## src/periodic_timer_table_event_queue_core_defines.svh

```systemverilog
// ============================================================================
// Assertion macros for the periodic timer table core
// Shared property templates, clocked on i_clk and held off during reset.
// ============================================================================
`ifndef PERIODIC_TIMER_TABLE_EVENT_QUEUE_CORE_DEFINES_SVH
`define PERIODIC_TIMER_TABLE_EVENT_QUEUE_CORE_DEFINES_SVH

// The consequent must hold in the same cycle as the antecedent.
`define PTTEQ_ASSERT_NOW(label, ante, cons, msg) \
    label: assert property (@(posedge i_clk) disable iff (!i_rst_n) \
        (ante) |-> (cons)) else $error(msg);

// The consequent must hold in the cycle after the antecedent.
`define PTTEQ_ASSERT_NEXT(label, ante, cons, msg) \
    label: assert property (@(posedge i_clk) disable iff (!i_rst_n) \
        (ante) |=> (cons)) else $error(msg);

`endif

```

## src/ptteq_pkg.sv

```systemverilog
// ============================================================================
// Periodic timer table package
// Field widths, command codes, word and slot types and controller states.
// ============================================================================
package ptteq_pkg;

    localparam int ID_BITS         = 8;
    localparam int PARAM_BITS      = 16;
    localparam int COUNT_BITS      = 16;
    localparam int CMD_BITS        = 3;
    localparam int TIMER_SLOTS_DEF = 8;
    localparam int QUEUE_DEPTH_DEF = 16;

    localparam logic [CMD_BITS-1:0] CMD_SET   = 3'd0;
    localparam logic [CMD_BITS-1:0] CMD_KILL  = 3'd1;
    localparam logic [CMD_BITS-1:0] CMD_TICK  = 3'd2;
    localparam logic [CMD_BITS-1:0] CMD_POST  = 3'd3;
    localparam logic [CMD_BITS-1:0] CMD_FETCH = 3'd4;

    typedef struct packed {
        logic [CMD_BITS-1:0]   cmd;
        logic [ID_BITS-1:0]    msg_id;
        logic [PARAM_BITS-1:0] msg_param;
        logic [COUNT_BITS-1:0] period;
    } t_in_word;

    typedef struct packed {
        logic                  msg_valid;
        logic [ID_BITS-1:0]    out_id;
        logic [PARAM_BITS-1:0] out_param;
    } t_out_word;

    typedef struct packed {
        logic [ID_BITS-1:0]    id;
        logic [PARAM_BITS-1:0] param;
        logic [COUNT_BITS-1:0] count;
        logic [COUNT_BITS-1:0] period;
    } t_slot;

    // Key compared in every cell, and also the shape of one queued event.
    typedef struct packed {
        logic [ID_BITS-1:0]    id;
        logic [PARAM_BITS-1:0] param;
    } t_event;

    typedef struct packed {
        logic free;
        logic id_eq;
        logic hit;
    } t_cell_flags;

    typedef enum logic [2:0] {
        ST_IDLE,
        ST_SCAN,
        ST_FILL,
        ST_POST,
        ST_READ,
        ST_DONE
    } t_state;

endpackage

```

## src/ptteq_cell.sv

```systemverilog
// ============================================================================
// Timer slot cell
// Holds one timer slot, passes it on when the ring rotates and compares the
// held slot against the broadcast key.
// ============================================================================
module ptteq_cell (
    input  logic                   i_clk,
    input  logic                   i_rst_n,
    input  logic                   i_shift,
    input  ptteq_pkg::t_slot       i_slot,
    input  ptteq_pkg::t_event      i_key,
    output ptteq_pkg::t_slot       o_slot,
    output ptteq_pkg::t_cell_flags o_flags
);

    ptteq_pkg::t_slot r_slot;

    always_ff @(posedge i_clk) begin
        if (!i_rst_n) begin
            r_slot <= '0;
        end else if (i_shift) begin
            r_slot <= i_slot;
        end
    end

    always_comb begin
        o_flags.free  = (r_slot.id == '0);
        o_flags.id_eq = (r_slot.id == i_key.id);
        o_flags.hit   = !o_flags.free && o_flags.id_eq && (r_slot.param == i_key.param);
    end

    assign o_slot = r_slot;

endmodule

```

## src/ptteq_queue.sv

```systemverilog
// ============================================================================
// Event ring buffer
// Circular event store; a push onto a full ring drops the oldest word.
// ============================================================================
module ptteq_queue #(
    parameter int QUEUE_DEPTH = ptteq_pkg::QUEUE_DEPTH_DEF
) (
    input  logic              i_clk,
    input  logic              i_rst_n,
    input  logic              i_push,
    input  ptteq_pkg::t_event i_push_data,
    input  logic              i_pop,
    output logic              o_rd_valid,
    output ptteq_pkg::t_event o_rd_data
);

    localparam int PTR_W = $clog2(QUEUE_DEPTH);

    ptteq_pkg::t_event r_mem [QUEUE_DEPTH];
    ptteq_pkg::t_event r_rd_data;
    logic [PTR_W-1:0]  r_head;
    logic [PTR_W-1:0]  r_tail;
    logic              r_rd_valid;
    logic [PTR_W-1:0]  w_head_nx;
    logic [PTR_W-1:0]  w_tail_nx;
    logic              w_nonempty;

    assign w_head_nx  = (r_head == PTR_W'(QUEUE_DEPTH - 1)) ? '0 : r_head + PTR_W'(1);
    assign w_tail_nx  = (r_tail == PTR_W'(QUEUE_DEPTH - 1)) ? '0 : r_tail + PTR_W'(1);
    assign w_nonempty = (r_head != r_tail);

    always_ff @(posedge i_clk) begin
        if (!i_rst_n) begin
            r_head     <= '0;
            r_tail     <= '0;
            r_rd_valid <= 1'b0;
        end else begin
            if (i_push) begin
                r_head <= w_head_nx;
                // Ring full: the tail steps forward, so the oldest word is dropped.
                if (w_head_nx == r_tail) begin
                    r_tail <= w_tail_nx;
                end
            end else if (i_pop) begin
                r_rd_valid <= w_nonempty;
                if (w_nonempty) begin
                    r_tail <= w_tail_nx;
                end
            end
        end
    end

    always_ff @(posedge i_clk) begin
        if (i_push) begin
            r_mem[w_head_nx] <= i_push_data;
        end
        if (i_pop && w_nonempty) begin
            r_rd_data <= r_mem[w_tail_nx];
        end
    end

    assign o_rd_valid = r_rd_valid;
    assign o_rd_data  = r_rd_data;

endmodule

```

## src/periodic_timer_table_event_queue_core.sv

```systemverilog
// ============================================================================
// Periodic timer table with event ring
// Timer slots circulate through a ring of cells past one update point; fired
// and posted events go into a ring buffer that fetch commands drain.
// ============================================================================
//  channel | direction | handshake              | word
//  in      | input     | i_in_valid / o_in_stall  | i_in_word  (cmd, id, param, period)
//  out     | output    | o_out_valid / i_out_stall | o_out_word (valid, id, param)
//
// Kill and tick take one rotation of the slot ring.
// Set takes one rotation when a slot matches or none is free, and a second
// rotation when a free slot is filled.
// Post pushes one event; fetch does one registered read of the event memory.
// Reset clears all slots and the ring pointers; the event memory is not cleared.
// A new word is taken while the previous result waits in the output register;
// the controller holds only when it finishes while that register is still full.
// ============================================================================
`include "periodic_timer_table_event_queue_core_defines.svh"

module periodic_timer_table_event_queue_core #(
    parameter int TIMER_SLOTS = ptteq_pkg::TIMER_SLOTS_DEF,
    parameter int QUEUE_DEPTH = ptteq_pkg::QUEUE_DEPTH_DEF
) (
    input  logic                i_clk,
    input  logic                i_rst_n,
    input  logic                i_in_valid,
    output logic                o_in_stall,
    input  ptteq_pkg::t_in_word i_in_word,
    output logic                o_out_valid,
    input  logic                i_out_stall,
    output ptteq_pkg::t_out_word o_out_word
);

    localparam int POS_W = (TIMER_SLOTS > 1) ? $clog2(TIMER_SLOTS) : 1;

    ptteq_pkg::t_state    r_state;
    ptteq_pkg::t_state    n_state;
    logic [POS_W-1:0]     r_pos;
    logic [POS_W-1:0]     n_pos;
    logic [ptteq_pkg::CMD_BITS-1:0]   r_cmd;
    logic [ptteq_pkg::ID_BITS-1:0]    r_id;
    logic [ptteq_pkg::PARAM_BITS-1:0] r_param;
    logic [ptteq_pkg::COUNT_BITS-1:0] r_period;
    logic                 r_matched;
    logic                 n_matched;
    logic                 r_free_found;
    logic                 n_free_found;
    logic [POS_W-1:0]     r_free_idx;
    logic [POS_W-1:0]     n_free_idx;
    logic                 r_out_valid;
    ptteq_pkg::t_out_word r_out_word;

    ptteq_pkg::t_slot       w_cell_out   [TIMER_SLOTS];
    ptteq_pkg::t_cell_flags w_cell_flags [TIMER_SLOTS];
    ptteq_pkg::t_slot       w_proc;
    ptteq_pkg::t_event      w_key;
    ptteq_pkg::t_event      w_push_data;
    ptteq_pkg::t_event      w_rd_data;
    ptteq_pkg::t_out_word   w_result;
    logic                   w_rd_valid;
    logic                   w_accept;
    logic                   w_shift;
    logic                   w_push;
    logic                   w_pop;
    logic                   w_load;
    logic                   w_last;
    logic                   w_out_free;
    logic                   w_scan_set;

    assign w_key      = '{id: r_id, param: r_param};
    assign w_accept   = i_in_valid && (r_state == ptteq_pkg::ST_IDLE);
    assign w_last     = (r_pos == POS_W'(TIMER_SLOTS - 1));
    assign w_out_free = !r_out_valid || !i_out_stall;
    assign w_scan_set = (r_state == ptteq_pkg::ST_SCAN) && (r_cmd == ptteq_pkg::CMD_SET);

    // Slot ring: each cell takes its upper neighbor; the top cell takes the
    // slot that leaves cell 0 after the update point has worked on it.
    for (genvar i = 0; i < TIMER_SLOTS; i++) begin : g_cell
        if (i == TIMER_SLOTS - 1) begin : g_top
            ptteq_cell u_cell (
                .i_clk   (i_clk),
                .i_rst_n (i_rst_n),
                .i_shift (w_shift),
                .i_slot  (w_proc),
                .i_key   (w_key),
                .o_slot  (w_cell_out[i]),
                .o_flags (w_cell_flags[i])
            );
        end else begin : g_mid
            ptteq_cell u_cell (
                .i_clk   (i_clk),
                .i_rst_n (i_rst_n),
                .i_shift (w_shift),
                .i_slot  (w_cell_out[i+1]),
                .i_key   (w_key),
                .o_slot  (w_cell_out[i]),
                .o_flags (w_cell_flags[i])
            );
        end
    end

    ptteq_queue #(
        .QUEUE_DEPTH (QUEUE_DEPTH)
    ) u_queue (
        .i_clk       (i_clk),
        .i_rst_n     (i_rst_n),
        .i_push      (w_push),
        .i_push_data (w_push_data),
        .i_pop       (w_pop),
        .o_rd_valid  (w_rd_valid),
        .o_rd_data   (w_rd_data)
    );

    // Set bookkeeping: slots pass in ascending order, so the last free one
    // seen is the highest-numbered one.
    always_comb begin
        n_matched    = r_matched;
        n_free_found = r_free_found;
        n_free_idx   = r_free_idx;
        if (w_accept) begin
            n_matched    = 1'b0;
            n_free_found = 1'b0;
        end else if (w_scan_set) begin
            if (w_cell_flags[0].hit) begin
                n_matched = 1'b1;
            end
            if (w_cell_flags[0].free) begin
                n_free_found = 1'b1;
                n_free_idx   = r_pos;
            end
        end
    end

    always_comb begin
        n_pos = r_pos;
        if (w_shift) begin
            n_pos = w_last ? '0 : r_pos + POS_W'(1);
        end
    end

    // Next state.
    always_comb begin
        n_state = r_state;
        case (r_state)
            ptteq_pkg::ST_IDLE: begin
                if (w_accept) begin
                    case (i_in_word.cmd)
                        ptteq_pkg::CMD_SET,
                        ptteq_pkg::CMD_KILL,
                        ptteq_pkg::CMD_TICK:  n_state = ptteq_pkg::ST_SCAN;
                        ptteq_pkg::CMD_POST:  n_state = ptteq_pkg::ST_POST;
                        ptteq_pkg::CMD_FETCH: n_state = ptteq_pkg::ST_READ;
                        default:              n_state = ptteq_pkg::ST_DONE;
                    endcase
                end
            end
            ptteq_pkg::ST_SCAN: begin
                if (w_last) begin
                    if ((r_cmd == ptteq_pkg::CMD_SET) && !n_matched && n_free_found) begin
                        n_state = ptteq_pkg::ST_FILL;
                    end else begin
                        n_state = ptteq_pkg::ST_DONE;
                    end
                end
            end
            ptteq_pkg::ST_FILL: begin
                if (w_last) begin
                    n_state = ptteq_pkg::ST_DONE;
                end
            end
            ptteq_pkg::ST_POST: n_state = ptteq_pkg::ST_DONE;
            ptteq_pkg::ST_READ: n_state = ptteq_pkg::ST_DONE;
            ptteq_pkg::ST_DONE: begin
                if (w_out_free) begin
                    n_state = ptteq_pkg::ST_IDLE;
                end
            end
            default: n_state = ptteq_pkg::ST_IDLE;
        endcase
    end

    // Outputs: ring rotation, slot update at the loop point, queue access.
    always_comb begin
        w_shift     = 1'b0;
        w_proc      = w_cell_out[0];
        w_push      = 1'b0;
        w_push_data = w_key;
        w_pop       = 1'b0;
        w_load      = 1'b0;
        case (r_state)
            ptteq_pkg::ST_SCAN: begin
                w_shift = 1'b1;
                case (r_cmd)
                    ptteq_pkg::CMD_SET: begin
                        if (w_cell_flags[0].hit) begin
                            w_proc.count  = r_period;
                            w_proc.period = r_period;
                        end
                    end
                    ptteq_pkg::CMD_KILL: begin
                        if (w_cell_flags[0].id_eq) begin
                            w_proc.id = '0;
                        end
                    end
                    ptteq_pkg::CMD_TICK: begin
                        if (!w_cell_flags[0].free) begin
                            if (w_cell_out[0].count == '0) begin
                                w_proc.count = w_cell_out[0].period;
                                w_push       = 1'b1;
                                w_push_data  = '{id: w_cell_out[0].id,
                                                 param: w_cell_out[0].param};
                            end else begin
                                w_proc.count = w_cell_out[0].count -
                                               ptteq_pkg::COUNT_BITS'(1);
                            end
                        end
                    end
                    default: ;
                endcase
            end
            ptteq_pkg::ST_FILL: begin
                w_shift = 1'b1;
                if (r_pos == r_free_idx) begin
                    w_proc = '{id: r_id, param: r_param, count: r_period, period: r_period};
                end
            end
            ptteq_pkg::ST_POST: w_push = 1'b1;
            ptteq_pkg::ST_READ: w_pop  = 1'b1;
            ptteq_pkg::ST_DONE: w_load = w_out_free;
            default: ;
        endcase
    end

    // A fetched id of zero is consumed but reported as no word.
    always_comb begin
        w_result = '0;
        if ((r_cmd == ptteq_pkg::CMD_FETCH) && w_rd_valid && (w_rd_data.id != '0)) begin
            w_result = '{msg_valid: 1'b1, out_id: w_rd_data.id, out_param: w_rd_data.param};
        end
    end

    always_ff @(posedge i_clk) begin
        if (!i_rst_n) begin
            r_state      <= ptteq_pkg::ST_IDLE;
            r_pos        <= '0;
            r_matched    <= 1'b0;
            r_free_found <= 1'b0;
            r_out_valid  <= 1'b0;
        end else begin
            r_state      <= n_state;
            r_pos        <= n_pos;
            r_matched    <= n_matched;
            r_free_found <= n_free_found;
            if (w_load) begin
                r_out_valid <= 1'b1;
            end else if (!i_out_stall) begin
                r_out_valid <= 1'b0;
            end
        end
    end

    always_ff @(posedge i_clk) begin
        r_free_idx <= n_free_idx;
        if (w_accept) begin
            r_cmd    <= i_in_word.cmd;
            r_id     <= i_in_word.msg_id;
            r_param  <= i_in_word.msg_param;
            r_period <= i_in_word.period;
        end
        if (w_load) begin
            r_out_word <= w_result;
        end
    end

    assign o_in_stall  = (r_state != ptteq_pkg::ST_IDLE);
    assign o_out_valid = r_out_valid;
    assign o_out_word  = r_out_word;

    `PTTEQ_ASSERT_NOW(a_push_state, w_push,
        (r_state == ptteq_pkg::ST_SCAN) || (r_state == ptteq_pkg::ST_POST),
        "queue push outside scan or post")
    `PTTEQ_ASSERT_NOW(a_ring_home, r_state == ptteq_pkg::ST_IDLE, r_pos == '0,
        "slot ring not aligned when idle")
    `PTTEQ_ASSERT_NOW(a_fill_cause, r_state == ptteq_pkg::ST_FILL,
        r_free_found && !r_matched, "fill pass without a free slot or after a match")
    `PTTEQ_ASSERT_NEXT(a_fill_end, (r_state == ptteq_pkg::ST_FILL) && w_last,
        r_state == ptteq_pkg::ST_DONE, "fill pass did not end after one rotation")

endmodule

```

## config.mk

```make
export PLATFORM = sky130hd
export DESIGN_NAME = periodic_timer_table_event_queue_core
export DESIGN_NICKNAME = d
export VERILOG_FILES = /design/src/ptteq_pkg.sv /design/src/ptteq_cell.sv /design/src/ptteq_queue.sv /design/src/periodic_timer_table_event_queue_core.sv
export VERILOG_INCLUDE_DIRS = /design/src /design/src/src
export SDC_FILE = /design/constraint.sdc
export NUM_CORES = 2
export LEC_CHECK = 0
export BUFFER_PORTS_ARGS = -buffer_cell sky130_fd_sc_hd__buf_2
export CELL_PAD_IN_SITES_DETAIL_PLACEMENT = 1
export CELL_PAD_IN_SITES_GLOBAL_PLACEMENT = 1
export CORE_AREA = 2 2 289 291
export CTS_CLUSTER_SIZE = 16
export DETAILED_ROUTE_END_ITERATION = 10
export DIE_AREA = 0 0 291 293
export GPL_TIMING_DRIVEN = 0
export MAX_ROUTING_LAYER = met4
export PLACE_DENSITY = 0.79
export SLEW_MARGIN = 0
export SYNTH_ARGS = -nofsm -noshare
export SYNTH_HDL_FRONTEND = slang
export SYNTH_SLANG_ARGS = --single-unit
```

## constraint.sdc

```tcl
create_clock -name i_clk -period 3.8 [get_ports i_clk]
set_input_delay 0.76 -clock i_clk [delete_from_list [all_inputs] [get_ports i_clk]]
set_output_delay 0.76 -clock i_clk [all_outputs]
set_load 0.02 [all_outputs]
```

==> qor_table.md <==
| Stage | Metric | Value |
|:---|:---|:---|
| clock tree | Buffer cell driving the clock tree root | sky130_fd_sc_hd__clkbuf_16 |
| routing | DR pass1 iterations | 6 |
| die | Die width | 291 um |
| global routing | Total GRT Usage | 0.276 |
| place | Half-perimeter wire length after placement | 79300 um |
| routing | Routed WL per cell | 24.7 um |
| clock tree | H-Tree Depth | 3 |
| pwr | Power per standard cell area | 670 nW/um2 |
| global routing | Vias in the first global route | 27500 |
| timing | WHS | 0.263 ns |
| setup path | Kind of launch point of the worst setup path | flip-flop |
| setup path | Start-to-end type of the worst setup path | flip-flop to flip-flop |
| global routing | Antenna violations before repair | 5 |
| die | Die Footprint | 85300 um2 |
| clock tree | Clock tree from TritonCTS | done |
| pwr | Peak supply drop | 0.411 mV |
| routing | M1 WL | 47200 um |
| synthesis | Number of flip-flops and latches in the synthesized netlist | 945 |
| clock tree | Clock buffer count from CTS | 96 |
| setup path | Worst-path fanout max | 10 |
| die | Overall die height | 293 um |
| cells and area | Layout overhead on the synthesized area | 13.9% |
| setup path | Data required time at the worst endpoint | 4.21 ns |
| setup path | Worst Setup End Kind | flip-flop |
| setup path | Delay of the slowest cell on the worst path | 0.77 ns |
| synthesis | Share of synthesized flip-flops with an asynchronous set or reset | 0 |
| timing | Setup repair after global routing missed its margin | yes |
| min path | Depth of the worst hold-timing path | 1 |
| timing | Period utilisation layout | 0.990 |
| timing | Worst rel slew slack | 0.138 |
| synthesis | Number of flops mapped to enable cells by yosys | 479 |
| global routing | Remaining global-route overflow | 0 |
| pwr | Final Power | 28000 uW |
| global routing | Pin count of the biggest net entering global routing | 28 |
| cells and area | Layout fillers | 8778 |
| global routing | Global-route wire length before repair | 172000 um |
| timing | Final Setup Violations | 0 |
| cells and area | Final design utilization | 0.510 |
| routing | Uppermost metal layer occupied by signal nets | met4 |
| timing | Timing-limited maximum frequency | 0.266 GHz |
| place | Global placer's final weighted congestion | 0.936 |
| synthesis | Number of distinct library cells after synthesis | 81 |
| synthesis | Most frequently used flop master after synthesis | sky130_fd_sc_hd__edfxtp_1 |
| routing | Vias per std cell | 5.65 |
| synthesis | Average footprint of a synthesized cell | 11.0 um2 |
| min path | Tightest Hold Check Type | input port to flip-flop |
| timing | Post-layout worst setup margin | 0.0368 ns |
| clock tree | Number of sinks on the clock net | 945 |
| routing | Overall via count from detail_route | 26300 |
| synthesis | Sequential area share after synthesis | 0.646 |
| setup path | Worst flop-to-flop path endpoint | u_queue.o_rd_data[0] |
| place | # port buffers | 72 |
| synthesis | Number of standard cells after synthesis | 3337 |
| synthesis | Total nets after synthesis | 3393 |
| cells and area | Fin nets | 3568 |
| min path | Origin of the worst min-delay path | i_in_word[9] |
| setup path | Flop-to-flop setup slack | 0.04 ns |
| cells and area | Share of layout cells above drive strength 1 | 0.111 |
| timing | Pins Over Slew Limit | 0 |
| flow run | Maximum Capacitance Violations | 0 |
| pwr | Static Leak | 0.0136 uW |
| setup path | Critical Path Most Common Cell | sky130_fd_sc_hd__buf_2 |
| routing | Wire length after detailed routing | 115000 um |
| die | Core area | 81800 um2 |
| min path | Sink of the worst hold path | r_period[9] |
| run status | Outcome | complete, no violations |
| setup path | Cell chain of the critical path | ha_1, buf_2, xnor2_1, buf_2, buf_2, clkbuf_1, nand2_1, a31oi_1 |
| timing | Final clock skew | 0.0438 ns |
| die | Number of top-level pins | 74 |
| setup path | FF-to-FF path depth | 8 |
| routing | Met2 WL post-DR | 56600 um |
| clock tree | Clock Latency Late Sink | 0.69 ns |
| routing | 1st-iter DRT viols | 2038 |
| clock tree | Buffer levels on the longest clock path | 3 |
| setup path | FF-to-FF Start | u_queue.r_tail[1] |
| routing | Number of antenna-violating nets in the routed design | 0 |
| timing | Hold violation total from the final report | 0 |
| routing | DRC Markers | 0 |
| synthesis | Warnings, synthesis | 0 |
| place | Worst-case setup slack after placement | -0.260 ns |
| die | Starting density of the core | 0.448 |
| synthesis | Combined area of all synthesized cells | 36700 um2 |
| timing | Period minus WS final | 3.76 ns |
| routing | Sum of met3 wire segment lengths after detailed routing | 6650 um |
| timing | Worst Tran Pin Value | 1.29 ns |
| die | # rows | 105 |
| clock tree | Hold-fix buffer count after cts | 0 |
| clock tree | Clock-pin slew reported for the worst setup and hold paths after clock tree synthesis | 0.06 ns |
| setup path | Arrival time worst endpoint | 4.18 ns |
| setup path | CP max stage cell | sky130_fd_sc_hd__clkbuf_1 |
[worst max path at each step]
stage	start	to	slack, ns	depth (start not counted)
global placement	g_cell[0].g_mid.u_cell.o_slot[16]	u_queue.r_mem[9][11]	-0.37	8
CTS	u_queue.r_tail[1]	u_queue.o_rd_data[0]	0.09	8
detailed placement	g_cell[0].g_mid.u_cell.o_slot[16]	u_queue.r_mem[0][4]	-0.26	8
finish	u_queue.r_tail[1]	u_queue.o_rd_data[0]	0.04	8
floorplan	g_cell[0].g_mid.u_cell.o_slot[16]	u_queue.r_mem[10][0]	0.88	8
global route	g_cell[0].g_mid.u_cell.o_slot[16]	u_queue.r_mem[10][6]	-0.05	8
[metrics by stage]
step | std cells | TNS (ns) | area (um2)
floorplan | 3337 | 0 | 36700
global placement | 4479 | -77.52 | 38400
detailed placement | 4484 | -10.14 | 38500
CTS | 4660 | 0 | 41800
global route | 4661 | -0.721 | 41800
finish | 4661 | 0 | 41800
[layout make-up]
type                            count  area, um2  share of cell area
Clock buffer                      122       2630              0.0630
Inverter                           11       41.3            0.000988
Multi-Input combinational cell   2147      12000               0.287
Antenna cell                        1       2.50           0.0000599
Tap cell                         1070       1340              0.0320
Sequential cell                   945      23700               0.568
Buffer                            234        973              0.0233
Timing Repair Buffer               77        463              0.0111
Clock inverter                     54        626              0.0150
[cells in the final DEF (no fill, tap or decap), types with 11 or more instances in the layout]
| master | synthesis | routed |
|---|---|---|
| sky130_fd_sc_hd__dfxtp_1 | 466 | 466 |
| sky130_fd_sc_hd__a31oi_1 | 28 | 28 |
| sky130_fd_sc_hd__nand2_1 | 1024 | 1024 |
| sky130_fd_sc_hd__and2_2 | 0 | 14 |
| sky130_fd_sc_hd__clkbuf_8 | 0 | 13 |
| sky130_fd_sc_hd__a211oi_1 | 19 | 19 |
| sky130_fd_sc_hd__mux2_2 | 28 | 28 |
| sky130_fd_sc_hd__and3_1 | 32 | 32 |
| sky130_fd_sc_hd__clkinv_1 | 0 | 11 |
| sky130_fd_sc_hd__o22ai_1 | 19 | 19 |
| sky130_fd_sc_hd__mux4_2 | 57 | 57 |
| sky130_fd_sc_hd__nor3_1 | 17 | 17 |
| sky130_fd_sc_hd__nand3_1 | 70 | 70 |
| sky130_fd_sc_hd__clkbuf_16 | 0 | 96 |
| sky130_fd_sc_hd__nor2_1 | 67 | 67 |
| sky130_fd_sc_hd__edfxtp_1 | 479 | 479 |
| sky130_fd_sc_hd__buf_2 | 27 | 99 |
| sky130_fd_sc_hd__a21oi_1 | 436 | 435 |
| sky130_fd_sc_hd__o21ai_0 | 21 | 21 |
| sky130_fd_sc_hd__a311oi_1 | 39 | 39 |
| sky130_fd_sc_hd__xnor2_1 | 14 | 14 |
| sky130_fd_sc_hd__clkbuf_1 | 191 | 204 |
| sky130_fd_sc_hd__and2_1 | 43 | 28 |
| sky130_fd_sc_hd__xor2_1 | 33 | 33 |
| sky130_fd_sc_hd__clkinv_2 | 0 | 22 |
| sky130_fd_sc_hd__mux2i_1 | 67 | 67 |
[Yosys cell counts (3+ instances only)]
cell type | number | share of area
sky130_fd_sc_hd__a311oi_1 | 39 | 0.0093
sky130_fd_sc_hd__xor2_1 | 33 | 0.0079
sky130_fd_sc_hd__nor4_4 | 3 | 0.0017
sky130_fd_sc_hd__o22ai_1 | 19 | 0.0032
sky130_fd_sc_hd__nand4_1 | 9 | 0.0015
sky130_fd_sc_hd__inv_1 | 10 | 0.0010
sky130_fd_sc_hd__nor3_2 | 4 | 0.0011
sky130_fd_sc_hd__a21oi_1 | 436 | 0.059
sky130_fd_sc_hd__nor2b_1 | 8 | 0.0014
sky130_fd_sc_hd__or3_1 | 5 | 0.00085
sky130_fd_sc_hd__o211ai_1 | 3 | 0.00061
sky130_fd_sc_hd__buf_4 | 8 | 0.0016
sky130_fd_sc_hd__nor4_1 | 9 | 0.0015
sky130_fd_sc_hd__nor2_1 | 67 | 0.0069
sky130_fd_sc_hd__a222oi_1 | 8 | 0.0022
sky130_fd_sc_hd__edfxtp_1 | 479 | 0.39
sky130_fd_sc_hd__and3_1 | 32 | 0.0055
sky130_fd_sc_hd__ha_1 | 9 | 0.0031
sky130_fd_sc_hd__buf_2 | 27 | 0.0037
sky130_fd_sc_hd__nand2b_1 | 4 | 0.00068
sky130_fd_sc_hd__a211oi_1 | 19 | 0.0039
sky130_fd_sc_hd__o21ai_0 | 21 | 0.0029
sky130_fd_sc_hd__nor3b_1 | 5 | 0.0010
sky130_fd_sc_hd__o31ai_1 | 3 | 0.00061
sky130_fd_sc_hd__buf_1 | 5 | 0.00051
sky130_fd_sc_hd__nor3_1 | 17 | 0.0023
sky130_fd_sc_hd__nand2_1 | 1024 | 0.10
sky130_fd_sc_hd__mux2i_1 | 67 | 0.018
sky130_fd_sc_hd__a21o_1 | 3 | 0.00061
sky130_fd_sc_hd__mux2_2 | 28 | 0.0086
sky130_fd_sc_hd__a221oi_1 | 6 | 0.0014
sky130_fd_sc_hd__nand3_1 | 70 | 0.0096
sky130_fd_sc_hd__mux4_2 | 57 | 0.035
sky130_fd_sc_hd__o221ai_1 | 4 | 0.00095
sky130_fd_sc_hd__and2_1 | 43 | 0.0073
sky130_fd_sc_hd__a31oi_1 | 28 | 0.0048
sky130_fd_sc_hd__dfxtp_1 | 466 | 0.25
sky130_fd_sc_hd__clkbuf_1 | 191 | 0.020
sky130_fd_sc_hd__xnor2_1 | 14 | 0.0033
[worst max-delay path: cells and delay by family (launching register included)]
| kind | cells | cell delay (ns) |
|---|---|---|
| buffers and inverters | 4 | 1.62 |
| and+or+nand+nor | 1 | 0.16 |
| DFF | 1 | 0.41 |
| xor gates and xnor gates | 1 | 0.55 |
| AOI/OAI and AO/OA | 1 | 0.53 |
| adders and majority gates | 1 | 0.23 |
[repair_timing]
action / CTS / global route
resized for setup: 3 / 2
endpoints found under the setup margin: 72 / 66
setup buffers: 0 / 0
pin swaps: 0 / 0
endpoints found under the hold margin: 0 / 0
[layer usage]
layer  vias to the layer above  GRT usage
li1                      12100          -
met1                     13100      0.335
met2                       906      0.465
met3                       264     0.0398
met4                         0      0.111
met5                         -          -
[registers in the layout, indices dropped and copies added (netlist names), 3 cells and up]
register and count:
g_cell.g_mid.u_cell.o_slot 392, g_cell.g_top.u_cell.o_slot 56, o_out_word 25, r_cmd 3, r_free_idx 3, r_id 8, r_param 16, r_period 16
r_pos 3, r_state 3, u_queue.o_rd_data 24, u_queue.r_head 4, u_queue.r_mem 384, u_queue.r_tail 4
[cells by family after synthesis]
group | count (synthesis) | synth area share
AND/OR/NAND/NOR | 1321 | 0.152
buffers and inverters | 245 | 0.0277
AO/OA/AOI/OAI | 616 | 0.0971
adder cells (fa/ha/maj) | 9 | 0.00307
multiplexers | 154 | 0.0625
flip-flops | 945 | 0.646
XOR/XNOR | 47 | 0.0112
[power by group]
group / internal (uW) / total, uW / switching, uW
logic: 1560 / 6550 / 4990
clock network: 5560 / 9760 / 4200
registers: 11400 / 11700 / 308
total: 18500 / 28000 / 9500
No activity file was read; power rests on OpenSTA's default activity.
